===== src/sv/wfg_pkg.sv =====
package wfg_pkg;

    localparam int TIME_BITS_DEF  = 32;
    localparam int LEVEL_BITS_DEF = 16;

    localparam int MODE_W     = 3;
    localparam int CFG_ADDR_W = 3;

    localparam logic [CFG_ADDR_W-1:0] REG_MODE   = 3'd0;
    localparam logic [CFG_ADDR_W-1:0] REG_AMP    = 3'd1;
    localparam logic [CFG_ADDR_W-1:0] REG_OFFSET = 3'd2;
    localparam logic [CFG_ADDR_W-1:0] REG_PERIOD = 3'd3;
    localparam logic [CFG_ADDR_W-1:0] REG_HOLD   = 3'd4;

    localparam logic [MODE_W-1:0] MODE_SINE     = 3'd0;
    localparam logic [MODE_W-1:0] MODE_TRIANGLE = 3'd1;
    localparam logic [MODE_W-1:0] MODE_SQUARE   = 3'd2;
    localparam logic [MODE_W-1:0] MODE_STEP     = 3'd3;
    localparam logic [MODE_W-1:0] MODE_PULSE    = 3'd4;

    localparam int NORM_W        = 32;
    localparam int ANG_BITS      = 24;
    localparam int CORDIC_STAGES = 20;
    localparam int CORDIC_XW     = 34;
    localparam int CORDIC_ZW     = 25;
    localparam int Q_FRAC        = 30;
    localparam logic signed [CORDIC_XW-1:0] CORDIC_X0 = 34'sd652032874;

    typedef struct packed {
        logic after;
        logic atleast;
        logic pulse_hit;
        logic sq_hit;
    } t_flags;

    function automatic logic signed [CORDIC_ZW-1:0] cordic_atan(input int idx);
        logic signed [CORDIC_ZW-1:0] v;
        case (idx)
            0:  v = 25'sd2097152;
            1:  v = 25'sd1238021;
            2:  v = 25'sd654136;
            3:  v = 25'sd332050;
            4:  v = 25'sd166669;
            5:  v = 25'sd83416;
            6:  v = 25'sd41718;
            7:  v = 25'sd20860;
            8:  v = 25'sd10430;
            9:  v = 25'sd5215;
            10: v = 25'sd2608;
            11: v = 25'sd1304;
            12: v = 25'sd652;
            13: v = 25'sd326;
            14: v = 25'sd163;
            15: v = 25'sd81;
            16: v = 25'sd41;
            17: v = 25'sd20;
            18: v = 25'sd10;
            19: v = 25'sd5;
            default: v = '0;
        endcase
        return v;
    endfunction

endpackage


===== src/sv/wfg_cordic_cell.sv =====
module wfg_cordic_cell
    import wfg_pkg::*;
#(
    parameter int I  = 0,
    parameter int SB = 4
) (
    input  logic                        i_clk,
    input  logic                        i_rst_n,
    input  logic                        i_valid,
    input  logic signed [CORDIC_XW-1:0] i_x,
    input  logic signed [CORDIC_XW-1:0] i_y,
    input  logic signed [CORDIC_ZW-1:0] i_z,
    input  logic [SB-1:0]               i_side,
    output logic                        o_valid,
    output logic signed [CORDIC_XW-1:0] o_x,
    output logic signed [CORDIC_XW-1:0] o_y,
    output logic signed [CORDIC_ZW-1:0] o_z,
    output logic [SB-1:0]               o_side
);

    localparam logic signed [CORDIC_ZW-1:0] ATAN = cordic_atan(I);

    logic                        r_valid;
    logic signed [CORDIC_XW-1:0] r_x, r_y;
    logic signed [CORDIC_ZW-1:0] r_z;
    logic [SB-1:0]               r_side;
    logic signed [CORDIC_XW-1:0] dx, dy;

    assign dx = i_y >>> I;
    assign dy = i_x >>> I;

    always_ff @(posedge i_clk) begin
        if (!i_rst_n) begin
            r_valid <= 1'b0;
        end else begin
            r_valid <= i_valid;
        end
        if (!i_z[CORDIC_ZW-1]) begin
            r_x <= i_x - dx;
            r_y <= i_y + dy;
            r_z <= i_z - ATAN;
        end else begin
            r_x <= i_x + dx;
            r_y <= i_y - dy;
            r_z <= i_z + ATAN;
        end
        r_side <= i_side;
    end

    assign o_valid = r_valid;
    assign o_x     = r_x;
    assign o_y     = r_y;
    assign o_z     = r_z;
    assign o_side  = r_side;

endmodule


===== config.mk =====
export PLATFORM = sky130hd
export DESIGN_NAME = wfg_cordic_cell
export DESIGN_NICKNAME = d
export VERILOG_FILES = /design/src/sv/wfg_pkg.sv /design/src/sv/wfg_cordic_cell.sv
export SDC_FILE = /design/constraint.sdc
export NUM_CORES = 1
export LEC_CHECK = 0
export ABC_AREA = 1
export BUFFER_PORTS_ARGS = -buffer_cell sky130_fd_sc_hd__clkbuf_2
export CELL_PAD_IN_SITES_DETAIL_PLACEMENT = 1
export CELL_PAD_IN_SITES_GLOBAL_PLACEMENT = 2
export CORE_UTILIZATION = 30
export CTS_CLUSTER_SIZE = 8
export DETAILED_ROUTE_END_ITERATION = 10
export MAX_ROUTING_LAYER = met4
export PLACE_DENSITY_LB_ADDON = 0.1
export RECOVER_POWER = 25
export SETUP_SLACK_MARGIN = 0.4
export SLEW_MARGIN = 10
export SYNTH_ARGS = -nofsm -noshare
export SYNTH_HDL_FRONTEND = slang
export SYNTH_SLANG_ARGS = --single-unit

===== constraint.sdc =====
create_clock -name i_clk -period 5.1 [get_ports i_clk]
set_input_delay 0.51 -clock i_clk [delete_from_list [all_inputs] [get_ports i_clk]]
set_output_delay 0.51 -clock i_clk [all_outputs]
set_load 0.01 [all_outputs]

==> qor.txt <==
Endpoints failing hold - 0
Arr. time, crit path - 2.96 ns
Worst Setup Start Kind - input port
Post-CTS setup repair buffer count - 0
Cell repeated most along the worst path - nand2_1
Status - completed
Crit-path max cell delay - 0.56 ns
Worst endpoint required time - 5.39 ns
CTS H-tree depth - 3
Total power - 0.00283 W
GRT Util Overall - 25.5%
Initial core utilization - 30.4%
Worst IR drop on VDD - 161 uV
Mapped Nets - 1793
Placed insts - 2143
Num CTS Buffers - 9
Final antenna-violating net count - 0
Clk buf depth - 2
Nets - 1958
Gr ovfl total - 0
Via density - 4.89
Filler cell count - 4261
Initial antenna violation count - 0
Max_cap viols - 0
Fin crit period - 2.67 ns
Via count - 10600
Row cnt - 65
Die area - 32600 um2
CTS Hold Bufs - 0
Critical-path maximum fanout - 5
Max_slew headroom - 37.2%
Ports - 198
Post-CTS sizing - 0
DR iter-0 viols - 477
Critical path's top delay family - simple AND/OR/NAND/NOR gates
Final Util - 35.0%
Diodes inserted - 0
Count of buffers from port buffering - 197
Achievable Freq - 374 MHz
Final Max Slew Viols - 0
Mapped Area - 9570 um2
Core area - 31500 um2
Final setup fails - 0
P_leak - 6.08 nW
Critical path, cell by cell - clkbuf_2 > inv_1 > ha_1 > fa_1 > o21ai_1 > nand2_1 > nand2_1 > nand2_1 > nand2_1 > nand2_1 > nand2_1 > nand2_1 > nand3_1 > nand2_1
First-pass iteration count of the detailed router - 5
Layout cells sized above 1 - 12.9%
GP Congestion - 0.891
Hpwl dp - 34000 um
Yosys cell types - 45
Clk slew on worst S/H paths - 0.09 ns
Mapped Cells - 1587
Post-synthesis sequential area ratio - 20.3%
Worst-Margin Slew - 0.942 ns
Crit path buf inv count - 2
Die width - 181 um
Crit path max-delay cell type - fa_1
Chip height - 181 um
Hold Path Sink - o_z[6]
Hold crit path type - in -> reg
Hold wc startpoint - i_z[6]
Final Cycle Share - 52.4%
Sinks on Clock Net - 97
RSZ-0062 raised after global routing - false
Largest net degree at the start of global routing - 61
Setup tns final - 0 ns
Mean Syn Cell Area - 6.03 um2
Area delta synth->final - 15.2%
Number of synthesized register bits - 97
Number of global-route vias before repair - 10800
Hold Path Depth - 1
Pwr Density - 256 nW/um2
First-pass GRT wire length - 61500 um
Residual DRC count - 0
Ys Warns - 0
Final cell count without fillers - 2159
Root Buffer Master - clkbuf_16
Final WL - 40000 um
TritonCTS clock tree - built
Crit. End Element - flip-flop
Type of the worst setup path - in -> reg
Avg WL per Cell - 18.5 um
[per-layer routing]
layer,vias up,part of all wire (%),GRT usage [%]
li1,5331,-,-
met1,4959,50,34.1
met2,243,45,40.3
met3,31,4.1,3.72
met4,0,1.5,5.85
met5,-,0,-
[worst max-delay path by stage]
stage / from / to / cells past startpoint
4_1_cts: i_y[0] / o_y[32] / 14
3_3_place_gp: i_y[0] / o_y[24] / 14
2_1_floorplan: i_y[0] / o_y[32] / 13
5_1_grt: i_y[0] / o_y[32] / 14
6_report: i_y[0] / o_y[32] / 14
3_5_place_dp: i_y[0] / o_y[32] / 14
[cells in the mapped netlist (all sizes together)]
master / instances / area (um2)
nand2: 470 / 1790
inv: 266 / 998
nand3: 156 / 791
nor2: 129 / 512
a21oi: 114 / 574
ha: 102 / 1280
dfxtp: 97 / 1940
o21ai: 92 / 468
buf: 39 / 293
xor2: 24 / 210
nand4: 15 / 93.8
nor3: 15 / 80.1
o21bai: 15 / 113
o22ai: 7 / 43.8
clkbuf: 6 / 32.5
o211ai: 6 / 50.1
o21a: 5 / 37.5
or2: 5 / 31.3
a21o: 4 / 30.0
fa: 4 / 80.1
nor4: 4 / 31.3
nand3b: 3 / 22.5
a21boi: 2 / 15.0
a31oi: 2 / 12.5
and2: 2 / 15.0
a211oi: 1 / 7.51
mux2i: 1 / 10.0
xnor2: 1 / 8.76
[cells by family after synthesis]
| kind of cell | Yosys count | share of synthesized area [%] |
|---|---|---|
| flip-flops | 97 | 20.3 |
| AND/OR/NAND/NOR | 799 | 35.2 |
| buffers and inverters | 311 | 13.8 |
| adder cells (fa/ha/maj) | 106 | 14.2 |
| AO/OA/AOI/OAI | 248 | 14.1 |
| multiplexers | 1 | 0.105 |
| XOR/XNOR | 25 | 2.29 |
[through the flow]
step | area, um2 | hold slack (ns) | setup slack (ns)
detailed placement | 10800 | 0.614 | 2.07
floorplan | 9570 | 0.538 | 3.02
global route | 11000 | 0.206 | 2.33
global placement | 10800 | 0.613 | 2.08
finish | 11000 | 0.220 | 2.43
CTS | 11100 | 0.203 | 2.49
[sequential cells by signal, indices dropped and copies added, names as in the netlist]
signal   flops
o_side       4
o_valid      1
o_x         33
o_y         34
o_z         25
[cell usage in the layout, fill, tap and decap left out, drive strengths merged, types with 5 or more instances in the layout]
cell type	Yosys	routed
nand2	470	470
inv	266	269
clkbuf	6	206
nand3	156	156
nor2	129	129
a21oi	114	114
ha	102	102
dfxtp	97	97
o21ai	92	92
xor2	24	24
o21bai	15	15
nand4	15	15
nor3	15	15
o22ai	7	7
o211ai	6	6
o21a	5	5
or2	5	5
[area by class of cell]
cell class              instances  area (um2)  share of cell area, %
clock buffers                   9         225                   2.04
repair buffers                199         973                   8.82
well taps                     402         503                   4.56
flip-flops and latches         97        1940                   17.6
inverters                     266         998                   9.05
clock inverters                 7        81.3                  0.737
multi-input cells            1179        6310                   57.2
[power by group]
part	internal (W)	total (W)	leakage [nW]	switching, W
clock network	0.000351	0.000743	0.150	0.000392
registers	0.000869	0.000904	0.818	0.0000346
logic	0.000373	0.00118	5.12	0.000809
(Power assumes the default switching activity.)
