==> config.mk <==
export PLATFORM = sky130hd
export DESIGN_NAME = wfg_div_cell
export DESIGN_NICKNAME = d
export VERILOG_FILES = /design/src/sv/wfg_pkg.sv /design/src/sv/wfg_div_cell.sv
export SDC_FILE = /design/constraint.sdc
export NUM_CORES = 1
export LEC_CHECK = 0
export BUFFER_PORTS_ARGS = -buffer_cell sky130_fd_sc_hd__buf_2
export CAP_MARGIN = 10
export CORE_UTILIZATION = 46
export CTS_CLUSTER_DIAMETER = 200
export DETAILED_ROUTE_END_ITERATION = 8
export PLACE_DENSITY = 0.79
export SLEW_MARGIN = 10
export SYNTH_ARGS = -nofsm -noshare
export SYNTH_HDL_FRONTEND = slang
export SYNTH_SLANG_ARGS = --single-unit
==> constraint.sdc <==
create_clock -name i_clk -period 3.4 [get_ports i_clk]
set_clock_uncertainty 0.05 [all_clocks]
set_input_delay 0.17 -clock i_clk [delete_from_list [all_inputs] [get_ports i_clk]]
set_output_delay 0.17 -clock i_clk [all_outputs]
set_load 0.05 [all_outputs]
==> src/sv/wfg_pkg.sv <==
package wfg_pkg;

    localparam int TIME_BITS_DEF  = 32;
    localparam int LEVEL_BITS_DEF = 16;

    localparam int MODE_W     = 3;
    localparam int CFG_ADDR_W = 3;

    localparam logic [CFG_ADDR_W-1:0] REG_MODE   = 3'd0;
    localparam logic [CFG_ADDR_W-1:0] REG_AMP    = 3'd1;
    localparam logic [CFG_ADDR_W-1:0] REG_OFFSET = 3'd2;
    localparam logic [CFG_ADDR_W-1:0] REG_PERIOD = 3'd3;
    localparam logic [CFG_ADDR_W-1:0] REG_HOLD   = 3'd4;

    localparam logic [MODE_W-1:0] MODE_SINE     = 3'd0;
    localparam logic [MODE_W-1:0] MODE_TRIANGLE = 3'd1;
    localparam logic [MODE_W-1:0] MODE_SQUARE   = 3'd2;
    localparam logic [MODE_W-1:0] MODE_STEP     = 3'd3;
    localparam logic [MODE_W-1:0] MODE_PULSE    = 3'd4;

    localparam int NORM_W        = 32;
    localparam int ANG_BITS      = 24;
    localparam int CORDIC_STAGES = 20;
    localparam int CORDIC_XW     = 34;
    localparam int CORDIC_ZW     = 25;
    localparam int Q_FRAC        = 30;
    localparam logic signed [CORDIC_XW-1:0] CORDIC_X0 = 34'sd652032874;

    typedef struct packed {
        logic after;
        logic atleast;
        logic pulse_hit;
        logic sq_hit;
    } t_flags;

    function automatic logic signed [CORDIC_ZW-1:0] cordic_atan(input int idx);
        logic signed [CORDIC_ZW-1:0] v;
        case (idx)
            0:  v = 25'sd2097152;
            1:  v = 25'sd1238021;
            2:  v = 25'sd654136;
            3:  v = 25'sd332050;
            4:  v = 25'sd166669;
            5:  v = 25'sd83416;
            6:  v = 25'sd41718;
            7:  v = 25'sd20860;
            8:  v = 25'sd10430;
            9:  v = 25'sd5215;
            10: v = 25'sd2608;
            11: v = 25'sd1304;
            12: v = 25'sd652;
            13: v = 25'sd326;
            14: v = 25'sd163;
            15: v = 25'sd81;
            16: v = 25'sd41;
            17: v = 25'sd20;
            18: v = 25'sd10;
            19: v = 25'sd5;
            default: v = '0;
        endcase
        return v;
    endfunction

endpackage

==> src/sv/wfg_div_cell.sv <==
module wfg_div_cell
    import wfg_pkg::*;
#(
    parameter int W  = 32,
    parameter int DB = 32,
    parameter int SB = 4
) (
    input  logic          i_clk,
    input  logic          i_rst_n,
    input  logic          i_valid,
    input  logic [W-1:0]  i_div,
    input  logic [W-1:0]  i_rem,
    input  logic [DB-1:0] i_data,
    input  logic [SB-1:0] i_side,
    output logic          o_valid,
    output logic [W-1:0]  o_rem,
    output logic [DB-1:0] o_data,
    output logic [SB-1:0] o_side
);

    logic          r_valid;
    logic [W-1:0]  r_rem;
    logic [DB-1:0] r_data;
    logic [SB-1:0] r_side;
    logic [W:0]    trial;
    logic          ge;
    logic [W-1:0]  n_rem;

    always_comb begin
        trial = {i_rem, i_data[DB-1]};
        ge    = trial >= {1'b0, i_div};
        n_rem = ge ? W'(trial - {1'b0, i_div}) : W'(trial);
    end

    always_ff @(posedge i_clk) begin
        if (!i_rst_n) begin
            r_valid <= 1'b0;
        end else begin
            r_valid <= i_valid;
        end
        r_rem  <= n_rem;
        r_data <= {i_data[DB-2:0], ge};
        r_side <= i_side;
    end

    assign o_valid = r_valid;
    assign o_rem   = r_rem;
    assign o_data  = r_data;
    assign o_side  = r_side;

endmodule

==> results.py, run 1 <==
metrics = {
    "status": {
        "status": "finished, final reports clean",
    },
    "sta": {
        "tightestPinTransition_ns": 0.5216,
        "final_hold_viol_count": 0,
        "period_minus_slack_ns": 3.184,
        "fin_setup_tns_ns": 0,
        "timing.fmax_mhz": 314.1,
        "slew_headroom_pct": 65.06,
        "layout_setup_ws_ns": 0.2159,
        "fin_hold_ws_ns": 0.01033,
        "period_share_pct": 93.65,
        "setup_viol": 0,
        "rsz0062_at_grt": "no",
        "maxSlewViolCount": 0,
    },
    "final_layout": {
        "layout-drive-gt1-share_pct": 32.01,
        "multi_input_area_um2": 1983,
        "num_antenna_cells": 0,
        "fin_util_pct": 69.84,
        "regArea_um2": 1381,
        "area_growth_pct": 43.83,
        "fin_cells": 730,
        "nNetsFinal": 762,
        "fillers": 584,
    },
    "power": {
        "peakVddDrop_mv": 0.2285,
        "leakagePower_uw": 0.002603,
        "power.density_nw_per_um2": 525.3,
    },
    "synthesis": {
        "synth_edf_count": 0,
        "yosysUniqueCellTypes": 48,
        "ys_ff_latch": 69,
        "netlist.area_leader.share_pct": 38.40,
        "ys.flop_type": "dfxtp_1",
        "syn_avg_cell_area_um2": 8.668,
        "seq_area_frac_synth_pct": 38.40,
        "syn_inst": 415,
        "yosys-top-cells-area": "dfxtp_1 38%, ha_1 11%, a21oi_1 7.8%, inv_1 4.0%, nor2_1 3.7%",
        "yosys_warnings": 0,
        "syn-cell-area_um2": 3597,
        "yosysTopAreaCell": "dfxtp_1",
        "async_reset_ff_share_pct": 0,
        "syn_nets": 551,
    },
    "route": {
        "wl_mm": 10.80,
        "first_iter_violations": 154,
        "drc": 0,
        "drtAntennaViolNets": 0,
        "first_pass_iters": 5,
        "vias": 3725,
        "wire_per_inst_um": 14.80,
        "viasPerCell": 5.103,
    },
    "global_routing": {
        "grt_pass1_vias": 3650,
        "antenna_found_initial": 0,
        "grt_pass1_wl_mm": 17.51,
        "grt-ovfl-total": 0,
        "grt_max_degree": 32,
        "grt_util_all_layers_pct": 26.79,
    },
    "floorplanning": {
        "rows": 31,
        "chipWidth_um": 90.43,
        "dieArea_um2": 8178,
        "fp.dieH_um": 90.43,
        "core_um2": 7408,
        "initial_core_util_pct": 48.56,
        "ios": 172,
    },
    "flow_run": {
        "timing.max_cap.violations": 0,
    },
    "critical_path": {
        "critPathKind": "in2reg",
        "end_kind": "flop",
        "path_delay_family": "buffers and inverters",
        "worstPathMaxFanout": 31,
        "critPathSlowestCell": "dlygate4sd3_1",
        "critPathLaunchType": "input pin",
        "crit_buf_inv": 3,
        "max_stage_delay_ns": 0.54,
        "worstPathRequired_ns": 3.59,
        "crit_arrival_ns": 3.38,
        "cp_cell_sequence": "dlygate4sd3_1 -> buf_2 -> ha_1 -> nand4_1 -> or4_1 -> a21oi_1 -> nor3_1 -> a211oi_2 -> o21ai_2 -> o31ai_4 -> buf_12 -> mux2_1",
    },
    "placed_design": {
        "gp_congestion": 0.8988,
        "dpl_worst_slack_ns": 0.2024,
        "dp_hpwl_mm": 7.633,
        "port_buffers": 171,
        "placed_cells": 672,
    },
    "cts": {
        "clock_path_buffers": 2,
        "clkTransAtPathRegs_ns": 0.08,
        "cts.sinks": 69,
        "postCtsSetupBuffers": 0,
        "cts_root_buf": "clkbuf_8",
        "h-tree-depth": 3,
        "cts_tree": "yes",
        "cts-buffers-inserted": 9,
        "post_cts_resized": 0,
    },
    "hold_path": {
        "hp-class": "in2reg",
    },
}
per-stage QoR:
step                      instance area, um2  total power [uW]
after floorplan                         3597              1707
after global placement                  4549              1948
after detailed placement                4549              1962
after CTS                               5164              2705
after global routing                    5174              2840
final                                   5174              2718
worst paths after layout:
kind,cells past startpoint,from,endpoint,slack (ns)
setup / recovery,12,i_rem[12],o_rem[13]$_DFF_P_,0.22
hold / removal,2,i_rem[9],o_rem[10]$_DFF_P_,0.01
timing repair:
action,4_1_cts,5_1_grt
hold buffers,41,1
hold endpoints to repair,40,1
setup endpoints to repair,0,6
per-layer routing:
| layer | vias up | routed length, um | global-route usage (%) |
|---|---|---|---|
| li1 | 1873 | - | - |
| met1 | 1672 | 4634 | 30.93 |
| met2 | 163 | 5350 | 48.92 |
| met3 | 17 | 678 | 6.397 |
| met4 | 0 | 139 | 7.527 |
| met5 | - | 0 | 0 |
layout make-up:
type                       count  area share (%)
clock buffer                   9           2.394
sequential                    69           26.70
tap                           99           2.394
multi-input combinational    290           38.33
timing repair buffer         218           25.88
inverter                      38           2.757
clock inverter                 7           1.548
state kept, by name, summed over array words and instances, names as in the netlist:
signal   count
o_data      32
o_rem       32
o_side       4
o_valid      1
report_power, final:
group,internal [uW],switching [uW],total (uW)
Combinational,343,710,1050
Clock,351,372,723
Sequential,915,27.1,942
Total,1610,1110,2720
synthesized netlist by cell type (2+ instances only):
master / number
xor2_1: 12
buf_4: 3
o211ai_1: 4
o21bai_1: 3
or4_1: 2
inv_1: 38
o21a_1: 6
nand3_1: 8
clkbuf_1: 6
o22ai_1: 2
mux2_1: 4
a2bb2oi_1: 2
o21ai_0: 16
mux2_2: 6
ha_1: 32
and2_1: 3
dfxtp_1: 69
nor2_1: 35
nor2b_1: 3
a21oi_1: 56
a31oi_1: 5
nor3_1: 2
buf_2: 8
nand2_1: 26
nand4_1: 8
a211oi_1: 3
nand2b_1: 3
nor4_1: 4
xnor2_1: 15
a21o_1: 12
and4_1: 2
cell usage in the layout (no fill, tap or decap), types with 3 or more instances in the layout:
master | synthesis | layout
clkbuf_8 | 0 | 9
and2_1 | 3 | 3
inv_6 | 0 | 3
buf_4 | 3 | 3
a31oi_1 | 5 | 5
inv_1 | 38 | 38
buf_2 | 8 | 171
a21oi_1 | 56 | 56
nor4_1 | 4 | 4
mux2_2 | 6 | 6
nand3_1 | 8 | 8
a21o_1 | 12 | 12
o21bai_1 | 3 | 3
nand2b_1 | 3 | 3
xor2_1 | 12 | 12
nor2b_1 | 3 | 3
dlygate4sd3_1 | 0 | 42
dfxtp_1 | 69 | 69
nand4_1 | 8 | 8
nor2_1 | 35 | 35
o21ai_0 | 16 | 16
ha_1 | 32 | 32
o211ai_1 | 4 | 4
nand2_1 | 26 | 26
mux2_1 | 4 | 4
a211oi_1 | 3 | 3
o21a_1 | 6 | 6
xnor2_1 | 15 | 15
kinds of logic after synthesis:
family / share of synthesized area, %
AOI/OAI and AO/OA: 20.35
muxes: 3.408
xor gates and xnor gates: 6.574
buffers and inverters: 6.469
and+or+nand+nor: 13.11
DFF: 38.40
adders and majority gates: 11.69
(Power assumes the default switching activity.)
==> run 2, diff against run 1 <==
==> constraint.sdc (replaced) <==
create_clock -name i_clk -period 3.4 [get_ports i_clk]
set_clock_uncertainty 0.05 [all_clocks]
set_input_delay 0.68 -clock i_clk [delete_from_list [all_inputs] [get_ports i_clk]]
set_output_delay 0.68 -clock i_clk [all_outputs]
set_load 0.05 [all_outputs]
==> results.py, run 2 (synthesis results as in run 1) <==
metrics = {
    "route": {
        "drc": 0,
        "first_iter_violations": 163,
        "wire_per_inst_um": 13.99,
        "viasPerCell": 5.162,
        "first_pass_iters": 6,
        "vias": 3675,
        "wl_mm": 9.964,
        "drtAntennaViolNets": 0,
    },
    "final_layout": {
        "fin_util_pct": 66.56,
        "stdcell_area_um2": 4931,
        "most-common-layout-cells": "171 x buf_2, 69 x dfxtp_1, 56 x a21oi_1",
        "nNetsFinal": 744,
        "num_antenna_cells": 0,
        "area_growth_pct": 37.08,
        "fin_cells": 712,
        "final_common_cell": "buf_2",
        "layout-drive-gt1-share_pct": 37.03,
    },
    "placed_design": {
        "dp_hpwl_mm": 8.209,
        "placed_cells": 696,
        "gp_congestion": 0.9217,
        "port_buffers": 171,
        "place_area_um2": 4717,
    },
    "global_routing": {
        "use_met3_pct": 5.387,
        "grt_util_all_layers_pct": 23.98,
        "grt_pass1_wl_mm": 15.82,
        "grt-ovfl-total": 0,
        "met2_usage_pct": 42.68,
        "grt_max_degree": 20,
        "grt_util_met1_pct": 28.39,
        "grt_pass1_vias": 3489,
        "grt.busiest_layer": "met2",
        "antenna_found_initial": 0,
    },
    "hold_path": {
        "min_from": "i_data[15]",
        "hp-class": "in2reg",
        "min_path_cells": 1,
        "holdPathEnd": "o_data[16]$_DFF_P_",
    },
    "cts": {
        "clock_path_buffers": 2,
        "holdBufCountCts": 0,
        "cts_tree": "yes",
        "cts_root_buf": "clkbuf_8",
        "cts.sinks": 69,
        "h-tree-depth": 3,
        "clkTransAtPathRegs_ns": 0.09,
        "cts-buffers-inserted": 9,
    },
    "floorplanning": {
        "fp.dieH_um": 90.43,
        "rows": 31,
        "initial_core_util_pct": 48.56,
        "core_um2": 7408,
        "chipWidth_um": 90.43,
        "ios": 172,
        "dieArea_um2": 8178,
    },
    "sta": {
        "maxSlewViolCount": 0,
        "setup_viol": 0,
        "slew_headroom_pct": 66.45,
        "period_minus_slack_ns": 3.181,
        "fin_hold_ws_ns": 0.3872,
        "final_hold_viol_count": 0,
        "tightestPinTransition_ns": 0.5009,
        "rsz0062_at_grt": "no",
        "timing.fmax_mhz": 314.3,
        "period_share_pct": 93.57,
    },
    "critical_path": {
        "end_kind": "flop",
        "critPathSlowestCell": "fa_1",
        "worstPathRequired_ns": 3.59,
        "crit_arrival_ns": 3.37,
        "path_delay_family": "compound AO/OA/AOI/OAI gates",
        "max_stage_delay_ns": 0.41,
        "worstPathMaxFanout": 3,
        "cp_cell_sequence": "buf_2 -> inv_1 -> ha_1 -> fa_1 -> nand2b_1 -> a21oi_1 -> o21ai_0 -> o311a_1 -> a31oi_1 -> a21oi_1 -> o21ai_0 -> xor2_1 -> mux2_1",
        "critPathKind": "in2reg",
        "critPathLaunchType": "input pin",
        "crit_buf_inv": 2,
        "crit_start": "i_data[31]",
    },
    "power": {
        "peakVddDrop_mv": 0.2487,
        "leakagePower_uw": 0.002533,
        "power.density_nw_per_um2": 544.8,
    },
    "status": {
        "status": "finished, final reports clean",
    },
    "flow_run": {
        "timing.max_cap.violations": 0,
    },
}
==> run 2: timing repair <==
action	in CTS	in global routing
hold endpoints to repair	0	0
setup endpoints to repair	0	1
setup buffers	0	0
resized for setup	0	1
==> run 2: power by group <==
group | switching (uW) | total, uW | internal (uW)
clock network | 344 | 694 | 350
logic | 712 | 1050 | 339
registers | 26.3 | 941 | 915
==> run 2: worst max-delay path by stage <==
| stage | slack, ns | depth (start not counted) | end |
|---|---|---|---|
| final | 0.22 | 13 | o_rem[26]$_DFF_P_ |
| after global routing | 0.06 | 13 | o_rem[30]$_DFF_P_ |
| after CTS | 0.21 | 13 | o_rem[30]$_DFF_P_ |
| after detailed placement | -0.14 | 13 | o_rem[30]$_DFF_P_ |
| after global placement | 0.02 | 13 | o_rem[30]$_DFF_P_ |
| after floorplan | 0.03 | 12 | o_rem[13]$_DFF_P_ |
==> run 2: area by class of cell <==
class	instances	area [um2]
flip-flops and latches	69	1381
multi-input cells	290	1991
clock inverters	7	82.58
fillers	637	2477
repair buffers	200	1086
clock buffers	9	123.9
well taps	99	123.9
inverters	38	142.6
==> run 2: through the flow <==
| stage | setup slack [ns] | total power (uW) | TNS [ns] |
|---|---|---|---|
| final | 0.2188 | 2686 | 0 |
| after global routing | 0.05812 | 2811 | 0 |
| after CTS | 0.2098 | 2702 | 0 |
| after detailed placement | -0.1422 | 2005 | -0.6407 |
| after global placement | 0.02228 | 1989 | 0 |
| after floorplan | 0.03342 | 1707 | 0 |
==> run 2: per-layer routing <==
metal  vias up  part of all wire [%]
li1       1832                     -
met1      1652                    42
met4         0                   1.7
met5         -                     0
met3        14                   6.9
met2       177                    49
==> run 3, diff against run 2 <==
--- a/config.mk
+++ b/config.mk
@@ -5,12 +5,13 @@
 export SDC_FILE = /design/constraint.sdc
 export NUM_CORES = 1
 export LEC_CHECK = 0
+export ABC_AREA = 1
 export BUFFER_PORTS_ARGS = -buffer_cell sky130_fd_sc_hd__buf_2
 export CAP_MARGIN = 10
 export CORE_UTILIZATION = 46
 export CTS_CLUSTER_DIAMETER = 200
 export DETAILED_ROUTE_END_ITERATION = 8
-export PLACE_DENSITY = 0.79
+export PLACE_DENSITY = 0.75
 export SLEW_MARGIN = 10
 export SYNTH_ARGS = -nofsm -noshare
 export SYNTH_HDL_FRONTEND = slang
==> results.py, run 3 <==
metrics = {
    "sta": {
        "timing.fmax_mhz": 404.1,
        "setup_viol": 0,
        "period_minus_slack_ns": 2.475,
        "layout_setup_ws_ns": 0.9254,
        "rsz0062_at_grt": "no",
        "tightestPinTransition_ns": 0.3884,
        "maxSlewViolCount": 0,
        "final_hold_viol_count": 0,
        "slew_headroom_pct": 74.11,
        "period_share_pct": 72.78,
        "fin_setup_tns_ns": 0,
    },
    "synthesis": {
        "yosysMostFrequentCell": "nand2_1",
        "syn_inst": 721,
        "synth_compound_area_share_pct": 2.892,
        "yosys_warnings": 0,
        "yosysUniqueCellTypes": 27,
        "syn_nets": 857,
        "synth_simple_gate_area_share_pct": 39.91,
        "synth_commonest_cells": "298 x nand2_1, 151 x inv_1, 69 x dfxtp_1, 37 x nand3_1, 34 x nor2_1",
        "synth_edf_count": 0,
        "async_reset_ff_share_pct": 0,
        "netlist.area_leader.share_pct": 30.70,
        "syn-cell-area_um2": 4499,
        "seq_area_frac_synth_pct": 30.70,
        "synthXorXnorAreaFrac_pct": 2.725,
        "yosys-top-cells-area": "dfxtp_1 31%, nand2_1 25%, inv_1 13%, ha_1 8.9%, nand3_1 4.1%",
        "yosysTopAreaCell": "dfxtp_1",
        "muxShareOfSynthArea_pct": 0,
        "ys.flop_type": "dfxtp_1",
        "synth-adder-area-share_pct": 9.344,
        "synth_top_family_by_area": "simple AND/OR/NAND/NOR gates",
        "syn_avg_cell_area_um2": 6.240,
        "ys_ff_latch": 69,
    },
    "power": {
        "fin_total_pwr_uw": 2630,
        "power.density_nw_per_um2": 467.0,
        "leakagePower_uw": 0.003486,
        "peakVddDrop_mv": 0.2327,
    },
    "cts": {
        "h-tree-depth": 3,
        "holdBufCountCts": 0,
        "postCtsSetupBuffers": 0,
        "cts-buffers-inserted": 9,
        "clkTransAtPathRegs_ns": 0.08,
        "cts_tree": "yes",
        "cts.sinks": 69,
        "cts_root_buf": "clkbuf_8",
        "post_cts_resized": 0,
        "clock_path_buffers": 2,
    },
    "final_layout": {
        "layout-drive-gt1-share_pct": 23.67,
        "fin_cells": 1029,
        "fin_util_pct": 60.11,
        "area_growth_pct": 25.19,
        "nNetsFinal": 1032,
        "final_common_cell": "nand2_1",
        "num_antenna_cells": 0,
        "most-common-layout-cells": "298 x nand2_1, 171 x buf_2, 151 x inv_1",
    },
    "route": {
        "wl_met3_um": 866,
        "drtAntennaViolNets": 0,
        "wire_per_inst_um": 11.65,
        "wl_mm": 11.99,
        "first_iter_violations": 176,
        "drc": 0,
        "first_pass_iters": 5,
        "dr.max_layer_used": "met4",
        "met2_length_mm": 5.778,
        "vias": 4596,
        "met1_length_mm": 5.080,
        "viasPerCell": 4.466,
    },
    "flow_run": {
        "timing.max_cap.violations": 0,
    },
    "placed_design": {
        "dp_hpwl_mm": 9.870,
        "port_buffers": 171,
        "gp_congestion": 0.9731,
        "dpl_worst_slack_ns": 0.6188,
        "placed_cells": 1014,
    },
    "floorplanning": {
        "fp.dieH_um": 100.9,
        "dieArea_um2": 10180,
        "rows": 35,
        "ios": 172,
        "chipWidth_um": 100.9,
        "core_um2": 9371,
        "initial_core_util_pct": 48.01,
    },
    "global_routing": {
        "grt-ovfl-total": 0,
        "antenna_found_initial": 0,
        "grt_max_degree": 37,
        "grt_pass1_vias": 4430,
        "grt_util_all_layers_pct": 24.58,
        "grt_pass1_wl_mm": 19.67,
    },
    "critical_path": {
        "crit_arrival_ns": 2.66,
        "worstPathMaxFanout": 36,
        "worstPathRequired_ns": 3.59,
        "critPathLaunchType": "input pin",
        "critPathKind": "in2reg",
        "end_kind": "flop",
    },
    "hold_path": {
        "hp-class": "in2reg",
    },
    "status": {
        "status": "finished, final reports clean",
    },
}
-- run 3: changes by cell type after synthesis, sizes merged, moves of 14 or more --
| cell | before | now |
|---|---|---|
| a21oi | 56 | 21 |
| inv | 38 | 153 |
| nand2 | 26 | 313 |
| nand3 | 8 | 38 |
| o21ai | 18 | 2 |
| xnor2 | 15 | 1 |
-- run 3: worst max-delay path, stage by stage --
cell	delay, ns
buf_2	0.07
inv_1	0.04
ha_1	0.36
nand2_1	0.15
nor2_1	0.28
nand2_1	0.09
nor2_1	0.14
nand2_1	0.07
nand3_1	0.08
nor2_2	0.07
nand2_8	0.20
inv_4	0.20
nand2_1	0.11
nand2_1	0.06
-- run 3: where the power goes --
group	total [uW]	switching (uW)	internal [uW]
logic	1040	753	287
clock network	660	327	333
registers	930	22.8	907
total	2630	1100	1530
-- run 3: path summary, 6_finish.rpt --
path	start	end	slack (ns)	cells after the start
max	i_div[26]	o_rem[8]$_DFF_P_	0.93	14
min	i_data[29]	o_data[30]$_DFF_P_	0.38	1
-- run 3: metrics by stage --
| stage | hold WS, ns | area, um2 |
|---|---|---|
| after floorplan | 0.6577 | 4499 |
| final | 0.3786 | 5633 |
| after global routing | 0.3597 | 5633 |
| after detailed placement | 0.7339 | 5444 |
| after global placement | 0.7319 | 5444 |
| after CTS | 0.3687 | 5633 |
-- run 3: cell families (layout without fill, tap and decap cells) --
kind of cell | after synthesis | after routing
buf+inv | 160 | 339
compound gates | 25 | 25
simple gates | 420 | 420
fa+ha+maj | 33 | 33
flops | 69 | 69
xor+xnor | 14 | 14
-- run 3: layout make-up --
cell class | instances | area (um2)
Sequential cell | 69 | 1381
Fill cell | 982 | 3739
Clock buffer | 9 | 123.9
Clock inverter | 6 | 65.06
Multi-Input combinational cell | 492 | 2469
Inverter | 153 | 576.8
Tap cell | 129 | 161.4
Timing Repair Buffer | 171 | 855.8
-- run 3: routing by layer --
metal	vias up	track usage, %
met5	-	0
li1	2486	-
met3	23	5.687
met1	1937	27.83
met4	0	8.807
met2	150	44.89
